==> config.mk <==
export PLATFORM = sky130hd
export DESIGN_NAME = pid_controller_clamped_top
export DESIGN_NICKNAME = d
export VERILOG_FILES = /design/src/pcc_pkg.sv /design/src/pid_controller_clamped_top.sv /design/src/pcc_cfg_regs.sv /design/src/pcc_err_state.sv /design/src/pcc_mac.sv /design/src/pcc_div1000.sv
export SDC_FILE = /design/constraint.sdc
export NUM_CORES = 2
export LEC_CHECK = 0
export BUFFER_PORTS_ARGS = -buffer_cell sky130_fd_sc_hd__buf_2
export CORE_ASPECT_RATIO = 0.7
export CORE_MARGIN = 5
export CORE_UTILIZATION = 50
export CTS_BUF_LIST = sky130_fd_sc_hd__clkbuf_4 sky130_fd_sc_hd__clkbuf_8
export CTS_CLUSTER_SIZE = 8
export DETAILED_ROUTE_END_ITERATION = 8
export GPL_ROUTABILITY_DRIVEN = 1
export PLACE_DENSITY = 0.71
export SYNTH_ARGS = -nofsm -noshare
export SYNTH_HDL_FRONTEND = slang
export SYNTH_HIERARCHICAL = 1
export SYNTH_SLANG_ARGS = --single-unit
==> constraint.sdc <==
create_clock -name clk -period 11.9 [get_ports clk]
set_input_delay 1.785 -clock clk [delete_from_list [all_inputs] [get_ports clk]]
set_output_delay 1.785 -clock clk [all_outputs]
set_load 0.05 [all_outputs]
==> src/pcc_pkg.sv <==
package pcc_pkg;

	// default width of the error, integral and quotient arithmetic
	localparam int VALUE_WIDTH_DEF = 16;

	localparam int IO_W     = 16;  // setpoint, measured, drive
	localparam int GAIN_W   = 16;
	localparam int LIMIT_W  = 15;
	localparam int CFG_IDX_W = 8;
	localparam int CFG_DAT_W = 16;

	localparam logic [LIMIT_W-1:0] LIMIT_RESET = '1;

	// gains are scaled by this divisor
	localparam int GAIN_SCALE = 1000;
	// 2^(SCALE_LG2-1) < GAIN_SCALE <= 2^SCALE_LG2
	localparam int SCALE_LG2  = $clog2(GAIN_SCALE);

	typedef enum logic [CFG_IDX_W-1:0] {
		CFG_GAIN_P       = 8'd0,
		CFG_GAIN_I       = 8'd1,
		CFG_GAIN_D       = 8'd2,
		CFG_OUTPUT_LIMIT = 8'd3
	} cfg_reg_t;

	typedef struct packed {
		logic signed [GAIN_W-1:0] gain_p;
		logic signed [GAIN_W-1:0] gain_i;
		logic signed [GAIN_W-1:0] gain_d;
		logic [LIMIT_W-1:0]       output_limit;
	} cfg_t;

endpackage

==> src/pid_controller_clamped_top.sv <==
// channel   | dir | signals                               | content
// ----------+-----+---------------------------------------+------------------------------
// s_axis    | in  | tvalid tready tdata[31:0] tuser[0:0]  | sample or clear word
// m_axis    | out | tvalid tready tdata[15:0]             | clamped drive word
// cfg       | in  | valid ready index[7:0] data[15:0]     | register write, always ready
//
// One word per cycle sustained while m_axis_tready is high. After the s_axis accept edge
// a word passes error stage, product stage, sum stage, reciprocal product stage, quotient
// stage and drive register before m_axis_tvalid rises. Error and integral update at the
// accept edge. Reset clears gains, error and integral; output_limit resets to 32767.
// Every stage has its own valid; a stall on m_axis only fills bubbles, s_axis
// keeps taking words until all six stages hold a word.
module pid_controller_clamped_top #(
	parameter int VALUE_WIDTH = pcc_pkg::VALUE_WIDTH_DEF
) (
	input  logic                          clk,
	input  logic                          arst_n,
	// s_axis
	input  logic                          s_axis_tvalid,
	output logic                          s_axis_tready,
	input  logic [31:0]                   s_axis_tdata,  // [15:0] setpoint, [31:16] measured
	input  logic [0:0]                    s_axis_tuser,  // [0] func: 1 = clear state
	// m_axis
	output logic                          m_axis_tvalid,
	input  logic                          m_axis_tready,
	output logic [15:0]                   m_axis_tdata,  // [15:0] drive
	// configuration writes
	input  logic                          cfg_valid,
	output logic                          cfg_ready,
	input  logic [pcc_pkg::CFG_IDX_W-1:0] cfg_index,
	input  logic [pcc_pkg::CFG_DAT_W-1:0] cfg_data
);
	import pcc_pkg::*;

	localparam int SUM_W = GAIN_W + VALUE_WIDTH + 2;  // three products, full width
	localparam int CW    = VALUE_WIDTH + IO_W + 1;    // clamp compare width

	cfg_t cfg;

	logic                          e_valid, e_ready;
	logic signed [VALUE_WIDTH-1:0] e_err, e_esum, e_der;
	logic                          m_valid, m_ready;
	logic signed [SUM_W-1:0]       m_sum;
	logic                          d_valid, d_ready;
	logic signed [VALUE_WIDTH-1:0] d_quo;

	logic signed [CW-1:0]          q_x, lim_x, clamp_x;
	logic                          out_valid_q;
	logic [IO_W-1:0]               drive_q;

	assign cfg_ready = 1'b1;

	pcc_cfg_regs u_cfg (
		.clk       (clk),
		.arst_n    (arst_n),
		.cfg_valid (cfg_valid),
		.cfg_index (cfg_index),
		.cfg_data  (cfg_data),
		.cfg       (cfg)
	);

	// error, derivative and wrapped integral; owns the controller state
	pcc_err_state #(.VALUE_WIDTH(VALUE_WIDTH)) u_err (
		.clk       (clk),
		.arst_n    (arst_n),
		.in_valid  (s_axis_tvalid),
		.in_ready  (s_axis_tready),
		.clear     (s_axis_tuser[0]),
		.setpoint  (s_axis_tdata[15:0]),
		.measured  (s_axis_tdata[31:16]),
		.out_valid (e_valid),
		.out_ready (e_ready),
		.err       (e_err),
		.esum      (e_esum),
		.der       (e_der)
	);

	pcc_mac #(.VALUE_WIDTH(VALUE_WIDTH), .SUM_W(SUM_W)) u_mac (
		.clk       (clk),
		.arst_n    (arst_n),
		.cfg       (cfg),
		.in_valid  (e_valid),
		.in_ready  (e_ready),
		.err       (e_err),
		.esum      (e_esum),
		.der       (e_der),
		.out_valid (m_valid),
		.out_ready (m_ready),
		.sum       (m_sum)
	);

	pcc_div1000 #(.VALUE_WIDTH(VALUE_WIDTH), .SUM_W(SUM_W)) u_div (
		.clk       (clk),
		.arst_n    (arst_n),
		.in_valid  (m_valid),
		.in_ready  (m_ready),
		.sum       (m_sum),
		.out_valid (d_valid),
		.out_ready (d_ready),
		.quo       (d_quo)
	);

	// symmetric clamp; the user keeps the limit static while words are in flight, unchecked by the block
	assign q_x   = CW'(d_quo);
	assign lim_x = CW'($signed({1'b0, cfg.output_limit}));

	always_comb begin
		if (q_x > lim_x) begin
			clamp_x = lim_x;
		end else if (q_x < -lim_x) begin
			clamp_x = -lim_x;
		end else begin
			clamp_x = q_x;
		end
	end

	// drive register
	assign d_ready = !out_valid_q || m_axis_tready;

	always_ff @(posedge clk or negedge arst_n) begin
		if (!arst_n) begin
			out_valid_q <= 1'b0;
		end else if (d_ready) begin
			out_valid_q <= d_valid;
		end
	end

	always_ff @(posedge clk) begin
		if (d_ready && d_valid) begin
			drive_q <= clamp_x[IO_W-1:0];
		end
	end

	assign m_axis_tvalid = out_valid_q;
	assign m_axis_tdata  = drive_q;

endmodule

==> src/pcc_cfg_regs.sv <==
module pcc_cfg_regs (
	input  logic                         clk,
	input  logic                         arst_n,
	input  logic                         cfg_valid,
	input  logic [pcc_pkg::CFG_IDX_W-1:0] cfg_index,
	input  logic [pcc_pkg::CFG_DAT_W-1:0] cfg_data,
	output pcc_pkg::cfg_t                cfg
);
	import pcc_pkg::*;

	cfg_t cfg_q;

	always_ff @(posedge clk or negedge arst_n) begin
		if (!arst_n) begin
			cfg_q.gain_p       <= '0;
			cfg_q.gain_i       <= '0;
			cfg_q.gain_d       <= '0;
			cfg_q.output_limit <= LIMIT_RESET;
		end else if (cfg_valid) begin
			case (cfg_index)
				CFG_GAIN_P:       cfg_q.gain_p <= cfg_data[GAIN_W-1:0];
				CFG_GAIN_I:       cfg_q.gain_i <= cfg_data[GAIN_W-1:0];
				CFG_GAIN_D:       cfg_q.gain_d <= cfg_data[GAIN_W-1:0];
				CFG_OUTPUT_LIMIT: cfg_q.output_limit <= cfg_data[LIMIT_W-1:0];
				default: ;  // unknown index: dropped
			endcase
		end
	end

	assign cfg = cfg_q;

endmodule

==> src/pcc_err_state.sv <==
module pcc_err_state #(
	parameter int VALUE_WIDTH = pcc_pkg::VALUE_WIDTH_DEF
) (
	input  logic                                clk,
	input  logic                                arst_n,
	input  logic                                in_valid,
	output logic                                in_ready,
	input  logic                                clear,
	input  logic signed [pcc_pkg::IO_W-1:0]     setpoint,
	input  logic signed [pcc_pkg::IO_W-1:0]     measured,
	output logic                                out_valid,
	input  logic                                out_ready,
	output logic signed [VALUE_WIDTH-1:0]       err,
	output logic signed [VALUE_WIDTH-1:0]       esum,
	output logic signed [VALUE_WIDTH-1:0]       der
);
	import pcc_pkg::*;

	localparam int XW = VALUE_WIDTH + IO_W + 1;

	logic signed [XW-1:0]          diff;
	logic signed [VALUE_WIDTH-1:0] err_d, der_d, esum_d;
	logic signed [VALUE_WIDTH-1:0] last_error_q, error_sum_q;
	logic signed [VALUE_WIDTH-1:0] err_s1, esum_s1, der_s1;
	logic                          v_s1;
	logic                          take;

	assign diff   = XW'(setpoint) - XW'(measured);
	assign err_d  = diff[VALUE_WIDTH-1:0];
	assign der_d  = err_d - last_error_q;
	assign esum_d = error_sum_q + err_d;

	assign in_ready = !v_s1 || out_ready;
	assign take     = in_valid && in_ready;

	always_ff @(posedge clk or negedge arst_n) begin
		if (!arst_n) begin
			last_error_q <= '0;
			error_sum_q  <= '0;
			v_s1         <= 1'b0;
		end else begin
			if (take) begin
				if (clear) begin
					last_error_q <= '0;
					error_sum_q  <= '0;
				end else begin
					last_error_q <= err_d;
					error_sum_q  <= esum_d;
				end
			end
			if (in_ready) begin
				v_s1 <= in_valid && !clear;  // clear words leave no result
			end
		end
	end

	always_ff @(posedge clk) begin
		if (take && !clear) begin
			err_s1  <= err_d;
			esum_s1 <= esum_d;
			der_s1  <= der_d;
		end
	end

	assign out_valid = v_s1;
	assign err       = err_s1;
	assign esum      = esum_s1;
	assign der       = der_s1;

endmodule

==> src/pcc_mac.sv <==
module pcc_mac #(
	parameter int VALUE_WIDTH = pcc_pkg::VALUE_WIDTH_DEF,
	parameter int SUM_W       = pcc_pkg::GAIN_W + pcc_pkg::VALUE_WIDTH_DEF + 2
) (
	input  logic                          clk,
	input  logic                          arst_n,
	input  pcc_pkg::cfg_t                 cfg,
	input  logic                          in_valid,
	output logic                          in_ready,
	input  logic signed [VALUE_WIDTH-1:0] err,
	input  logic signed [VALUE_WIDTH-1:0] esum,
	input  logic signed [VALUE_WIDTH-1:0] der,
	output logic                          out_valid,
	input  logic                          out_ready,
	output logic signed [SUM_W-1:0]       sum
);
	import pcc_pkg::*;

	localparam int PW = GAIN_W + VALUE_WIDTH;

	logic signed [PW-1:0]    pp_d, pi_d, pd_d;
	logic signed [PW-1:0]    pp_s2, pi_s2, pd_s2;
	logic signed [SUM_W-1:0] sum_s3;
	logic                    v_s2, v_s3;
	logic                    rdy_s2, rdy_s3;

	assign pp_d = $signed(cfg.gain_p) * err;
	assign pi_d = $signed(cfg.gain_i) * esum;
	assign pd_d = $signed(cfg.gain_d) * der;

	assign rdy_s3   = !v_s3 || out_ready;
	assign rdy_s2   = !v_s2 || rdy_s3;
	assign in_ready = rdy_s2;

	always_ff @(posedge clk or negedge arst_n) begin
		if (!arst_n) begin
			v_s2 <= 1'b0;
			v_s3 <= 1'b0;
		end else begin
			if (rdy_s2) v_s2 <= in_valid;
			if (rdy_s3) v_s3 <= v_s2;
		end
	end

	always_ff @(posedge clk) begin
		if (rdy_s2 && in_valid) begin
			pp_s2 <= pp_d;
			pi_s2 <= pi_d;
			pd_s2 <= pd_d;
		end
		if (rdy_s3 && v_s2) begin
			sum_s3 <= SUM_W'(pp_s2) + SUM_W'(pi_s2) + SUM_W'(pd_s2);
		end
	end

	assign out_valid = v_s3;
	assign sum       = sum_s3;

endmodule

==> src/pcc_div1000.sv <==
// Signed divide by GAIN_SCALE, truncating toward zero. The magnitude is
// multiplied by a rounded-up reciprocal, exact for any SUM_W-bit magnitude;
// the product is split into four half-width partial products (stage 4) and
// summed and shifted in stage 5. Only the low VALUE_WIDTH quotient bits are kept.
module pcc_div1000 #(
	parameter int VALUE_WIDTH = pcc_pkg::VALUE_WIDTH_DEF,
	parameter int SUM_W       = pcc_pkg::GAIN_W + pcc_pkg::VALUE_WIDTH_DEF + 2
) (
	input  logic                          clk,
	input  logic                          arst_n,
	input  logic                          in_valid,
	output logic                          in_ready,
	input  logic signed [SUM_W-1:0]       sum,
	output logic                          out_valid,
	input  logic                          out_ready,
	output logic signed [VALUE_WIDTH-1:0] quo
);
	import pcc_pkg::*;

	localparam int SHIFT = SUM_W + SCALE_LG2;
	localparam int RW    = SUM_W + 1;
	localparam logic [63:0] RECIP64 =
		((64'd1 << SHIFT) + 64'(GAIN_SCALE - 1)) / 64'(GAIN_SCALE);
	localparam logic [RW-1:0] RECIP = RECIP64[RW-1:0];

	// operand halves
	localparam int AL = (SUM_W + 1) / 2;
	localparam int AH = SUM_W - AL;
	localparam int BL = (RW + 1) / 2;
	localparam int BH = RW - BL;
	localparam int PW = SUM_W + RW;

	logic                   in_neg;
	logic [SUM_W-1:0]       mag;
	logic [AL+BL-1:0]       ll_d, ll_s4;
	logic [AL+BH-1:0]       lh_d, lh_s4;
	logic [AH+BL-1:0]       hl_d, hl_s4;
	logic [AH+BH-1:0]       hh_d, hh_s4;
	logic                   neg_s4, neg_s5;
	logic                   v_s4, v_s5;
	logic                   rdy_s4, rdy_s5;
	logic [PW-1:0]          prod;
	logic [VALUE_WIDTH-1:0] qmag, qmag_s5;

	assign in_neg = sum[SUM_W-1];
	assign mag    = in_neg ? SUM_W'(-sum) : SUM_W'(sum);

	assign ll_d = (AL+BL)'(mag[AL-1:0]) * (AL+BL)'(RECIP[BL-1:0]);
	assign lh_d = (AL+BH)'(mag[AL-1:0]) * (AL+BH)'(RECIP[RW-1:BL]);
	assign hl_d = (AH+BL)'(mag[SUM_W-1:AL]) * (AH+BL)'(RECIP[BL-1:0]);
	assign hh_d = (AH+BH)'(mag[SUM_W-1:AL]) * (AH+BH)'(RECIP[RW-1:BL]);

	assign prod = (PW'(hh_s4) << (AL + BL)) + (PW'(hl_s4) << AL)
		+ (PW'(lh_s4) << BL) + PW'(ll_s4);
	assign qmag = prod[SHIFT +: VALUE_WIDTH];

	assign rdy_s5   = !v_s5 || out_ready;
	assign rdy_s4   = !v_s4 || rdy_s5;
	assign in_ready = rdy_s4;

	always_ff @(posedge clk or negedge arst_n) begin
		if (!arst_n) begin
			v_s4 <= 1'b0;
			v_s5 <= 1'b0;
		end else begin
			if (rdy_s4) v_s4 <= in_valid;
			if (rdy_s5) v_s5 <= v_s4;
		end
	end

	always_ff @(posedge clk) begin
		if (rdy_s4 && in_valid) begin
			neg_s4 <= in_neg;
			ll_s4  <= ll_d;
			lh_s4  <= lh_d;
			hl_s4  <= hl_d;
			hh_s4  <= hh_d;
		end
		if (rdy_s5 && v_s4) begin
			neg_s5  <= neg_s4;
			qmag_s5 <= qmag;
		end
	end

	assign out_valid = v_s5;
	assign quo       = neg_s5 ? -qmag_s5 : qmag_s5;

endmodule
* Word-level counts from Yosys, hierarchy flattened
Cells that the tools add are included.
** Storage, ports and cells
- Register bits :: 438
- Bits of input ports :: 62
- Output and inout bits :: 19
- Word-level logic and storage cells :: 83
** Operators by class
- Add/subtract/negate cells :: 11
- Multiply operators :: 7
- $lt $le $gt $ge :: 2
- Equality and inequality tests :: 3
- Multiplexer cells :: 6
- Reduce and logical (&&, ||, !) cells :: 26
** Operators by type and width (count)
- $add A60 B52 Y60 :: 2
- $mul A16 B16 Y32 :: 3
- $mul A17 B18 Y35 const B :: 2
- $mux W16 :: 4
- $add A60 B35 Y60 :: 1
- $add A33 B32 Y34 :: 1
- $mux W34 :: 1
- $neg A34 Y34 :: 1
- $add A32 B32 Y33 :: 1
- $lt A16 B33 Y1 :: 1
- $neg A15 Y33 :: 1
- $mul A17 B15 Y32 const B :: 1
- $sub A16 B16 Y16 :: 2
- $mul A17 B15 Y23 const B :: 1
- $add A16 B16 Y16 :: 1
- $eq A8 B2 Y1 const B :: 2
- $gt A16 B16 Y1 :: 1
- $neg A16 Y16 :: 1
- $mux W15 :: 1
- $eq A8 B1 Y1 const B :: 1
- $logic_and A1 B1 Y1 :: 8
- $logic_not A8 Y1 :: 1
- $reduce_and A2 Y1 :: 4
- $logic_not A1 Y1 :: 7
- $logic_or A1 B1 Y1 :: 6

* Logic depth before layout (Yosys ltp)
- Word-level depth :: 9
- Mapped depth :: 33
- Gate-level depth less buffers :: 31

* Cells and area by module
Netlist, hierarchy kept.
** By module, submodules not included
- pcc_mac :: times used 1, cells an instance 3596, area an instance 35402.7 um^2, sequential area each 3953.8 um^2
- pcc_div1000 :: times used 1, cells an instance 2321, area an instance 24058.1 um^2, sequential area each 3773.6 um^2
- pcc_err_state :: times used 1, cells an instance 427, area an instance 4715.8 um^2, sequential area each 2267.2 um^2
- pcc_cfg_regs :: times used 1, cells an instance 137, area an instance 2436.1 um^2, sequential area each 1595.3 um^2
- pid_controller_clamped_top :: times used 1, cells an instance 280, area an instance 2393.5 um^2, sequential area each 505.5 um^2

* Least setup slack after synthesis
OpenSTA, ideal clock, no wires.
- Path kind :: register to register
- Start point :: reg u_mac.sum_s3[0] (netlist: u_mac/sum[0])
- End point :: reg u_div.hl_s4[34], data pin
- Library setup time :: 260 ps
- Arrival :: 8099 ps
- Data required time :: 11640 ps
- Setup slack :: 3541 ps
- Stages on the path, launching flop included :: 33
- Path buffers :: 2
- Period minus slack after synthesis :: 8359 ps
- Path through :: edfxtp_1 > inv_1 > ha_1 > nand2b_1 > or3b_1 > nand2b_1 > or3_1 > or2_1 > clkbuf_1 > o21ai_0 > xnor2_1 > inv_1 > fa_1 > inv_1 > ha_1 > inv_1 > fa_1 > inv_1 > fa_1 > fa_1 > inv_1 > fa_1 > inv_1 > ha_1 > clkbuf_1 > and4_1 > nand3_1 > or4_1 > a211oi_1 > o31ai_1 > o21ai_0 > a21oi_1 > xnor2_1
** Between the ends
- Longest elaborated chain between the ends :: 3
** Ends and longest elaborated chain
- start, declared :: line pcc_mac.sv:23 : logic signed [SUM_W-1:0] sum_s3;
- start signal, assigned :: line pcc_mac.sv:52 : sum_s3 <= SUM_W'(pp_s2) + SUM_W'(pi_s2) + SUM_W'(pd_s2);
- $neg A34 Y34 :: line pcc_div1000.sv:46 : assign mag = in_neg ? SUM_W'(-sum) : SUM_W'(sum);
- $mux W34 :: line pcc_div1000.sv:46
- $mul A17 B18 Y35 :: line pcc_div1000.sv:50 : assign hl_d = (AH+BL)'(mag[SUM_W-1:AL]) * (AH+BL)'(RECIP[BL-1:0]);
- via u_div.hl_d[34] :: line pcc_div1000.sv:37 : logic [AH+BL-1:0] hl_d, hl_s4;
- end signal, assigned :: line pcc_div1000.sv:76 : hl_s4 <= hl_d;
- end, declared :: line pcc_div1000.sv:37
The timed path passes the listed nets, and every way through them passes these cells.
A chain may end at the register's enable or synchronous reset.

* Worst setup path in the final report
Ends and elaborated chain as after synthesis.

==> impl_metrics.yaml <==
floorplanning:
  dieHeight_um: 321
  std_cell_rows: 114
  start_util_pct: 50.1
  pin_count: 81
  coreArea_um2: 138000
  die_x_um: 454
  die_area_um2: 146000
synthesis:
  netlist_top_cells_count: "1571 x inv_1, 1167 x fa_1, 877 x ha_1"
  synthFlopType: "edfxtp_1"
  synth-edff-count: 318
  synth_area_leader_cell: "fa_1"
  syn-mean-instance-area_um2: 10.2
  syn_area_um2: 69000
  ys_async_sr_fraction_pct: 24.1
  postSynthCellCount: 6761
  synthMostInstantiatedCell: "inv_1"
  ys_types: 106
  yosysTopAreaCellShare_pct: 33.9
  synth-warning-count: 6
  ys_seq_elements: 419
  ys_seq_area_share_pct: 17.5
  netlist_top_cells_area: "fa_1 34%, ha_1 16%, edfxtp_1 14%"
sta:
  relSlewSlack_pct: 30.9
  skew_ns: 0.0543
  fmax_mhz: 104
  finalMaxSlewViolations: 0
  rsz0062_at_grt: "no"
  period_share_pct: 80.8
  setup_violations: 0
  tns_ns: 0
  worstMarginPinSlew_ns: 1.03
  period_minus_slack_ns: 9.61
  hold_violations: 0
drt:
  vias: 47548
  route.detailed.drc: 0
  drt-wirelength-per-cell_um: 20.2
  drt_wl_total_um: 177000
  drt_iter0_drc: 3790
  viasPerCell: 5.44
  ant_nets: 0
  firstDrtPassIters: 5
clock_network:
  cts-root-buf: "clkbuf_8"
  clk-insertion-delay-late_ns: 0.77
  cts_buffers: 73
  hold_buffers: 0
  ctsHtreeMaxLevel: 3
  cts_sinks: 419
  cts_setup_buffers: 0
  clk_pin_slew_ns: 0.06
  cts_resized: 0
  ctsLongestPathBuffers: 3
  cts_tree: "done"
layout:
  nets: 8928
  stdcell_area_um2: 73100
  regArea_um2: 12100
  fill_cells: 12120
  multiInputGateArea_um2: 50500
  fin_cells: 8740
  syn2layout_area_growth_pct: 5.97
  drive_above_1_share_pct: 5.52
critical_path:
  start_kind: "flop"
  required_ns: 12.39
  slowest_stage: "edfxtp_1"
  crit_buf_inv: 6
  crit_top_cell: "inv_1"
  reg2reg_from: "u_mac/sum[0]"
  r2r-end: "u_div/hl_s4[34]"
  reg2reg_slack_ns: 2.29
  worst_setup_path_end_kind: "flop"
  worst-path-max-fanout: 14
  critPathTopFamily: "adder cells"
  critical_path.max_stage_delay_ns: 0.69
  crit_type: "flop to flop"
  arrival_ns: 10.10
  r2r_cells: 29
placement:
  dp_cells: 8603
  globalplace.congestion: 0.952
  place_area_um2: 71500
  dp_hpwl_um: 146000
  place.port_buffers: 79
hold_path:
  min-delay-start: "u_div/neg_s4"
  min_to: "u_div/neg_s5"
  hp-class: "flop to flop"
  whs_path_depth: 0
global_routing:
  grt_overflow: 0
  antenna_found_initial: 6
  grtUsageTotal_pct: 24.9
  grt_pass1_wl_um: 283000
  grt_pass1_vias: 50200
  grt_max_degree: 79
outcome:
  outcome: "complete, no violations"
job:
  maxCapViolCount: 0
-- kinds of logic after synthesis --
group	count (synthesis)	share of synthesized area (%)
xor gates and xnor gates	335	4.25
other	3	0.0163
muxes	75	1.21
DFF	419	17.5
AOI/OAI and AO/OA	785	7.65
adders and majority gates	2044	49.8
and+or+nand+nor	1391	10.2
buffers and inverters	1709	9.37
-- cell usage in the layout, fill, tap and decap left out, types with 56 or more instances in the layout --
cell type | Yosys | routed
inv_1 | 1571 | 1570
fa_1 | 1167 | 1167
ha_1 | 877 | 877
nand2_1 | 508 | 508
and2_1 | 370 | 368
edfxtp_1 | 318 | 318
xnor2_1 | 274 | 274
a21oi_1 | 221 | 221
nor2_1 | 174 | 174
o21ai_0 | 116 | 115
a21o_1 | 110 | 110
dfrtp_1 | 86 | 86
clkbuf_8 | 0 | 80
buf_2 | 3 | 78
mux2_2 | 63 | 63
xor2_1 | 61 | 61
nand3_1 | 58 | 58
nand2b_1 | 57 | 57
nor3_1 | 56 | 56
-- cell type report --
type	instances	area share, %
Clock buffer	106	1.77
Multi-Input combinational cell	4634	69.0
Sequential cell	419	16.5
Tap cell	1856	3.18
Antenna cell	6	0.0205
Clock inverter	25	0.440
Inverter	1573	8.07
Timing Repair Buffer	121	0.975
-- how the worst max path moves through the flow --
stage                             from         endpoint  cells past startpoint
final                     u_mac/sum[0]  u_div/hl_s4[34]                     29
after global placement    u_mac/sum[0]  u_div/hl_s4[34]                     29
after global routing      u_mac/sum[0]  u_div/hl_s4[34]                     29
after CTS                 u_mac/sum[0]  u_div/hl_s4[34]                     29
after floorplan           u_mac/sum[0]  u_div/hl_s4[34]                     32
after detailed placement  u_mac/sum[0]  u_div/hl_s4[34]                     29
-- metrics by stage --
stage / hold slack [ns] / utilization, % / worst slack, ns
floorplan: 0.400 / - / 3.54
global placement: 0.424 / 51.9 / 2.48
detailed placement: 0.416 / 51.9 / 2.40
CTS: 0.439 / 53.1 / 2.39
global route: 0.452 / 53.1 / 1.79
finish: 0.443 / 53.1 / 2.29
-- metal layers --
metal / up-vias / track usage (%) / part of all wire (%)
li1: 21557 / - / -
met1: 23933 / 37.6 / 47
met2: 1813 / 36.1 / 42
met3: 241 / 5.81 / 8.7
met4: 4 / 6.19 / 2.6
met5: - / 0 / 0.015
-- flip-flops by register name, summed over array words and instances (netlist names), 20 cells and up --
register,cells
u_div/lh_s4,30
u_mac/sum,34
u_div/ll_s4,20
u_mac/pp_s2,32
u_mac/pi_s2,32
u_cfg/cfg,63
u_div/hl_s4,35
u_div/hh_s4,21
u_mac/pd_s2,32
Power is left out: the tool's default activity adds up to more than one toggle a clock period on the data nets, which glitch-free logic cannot reach.
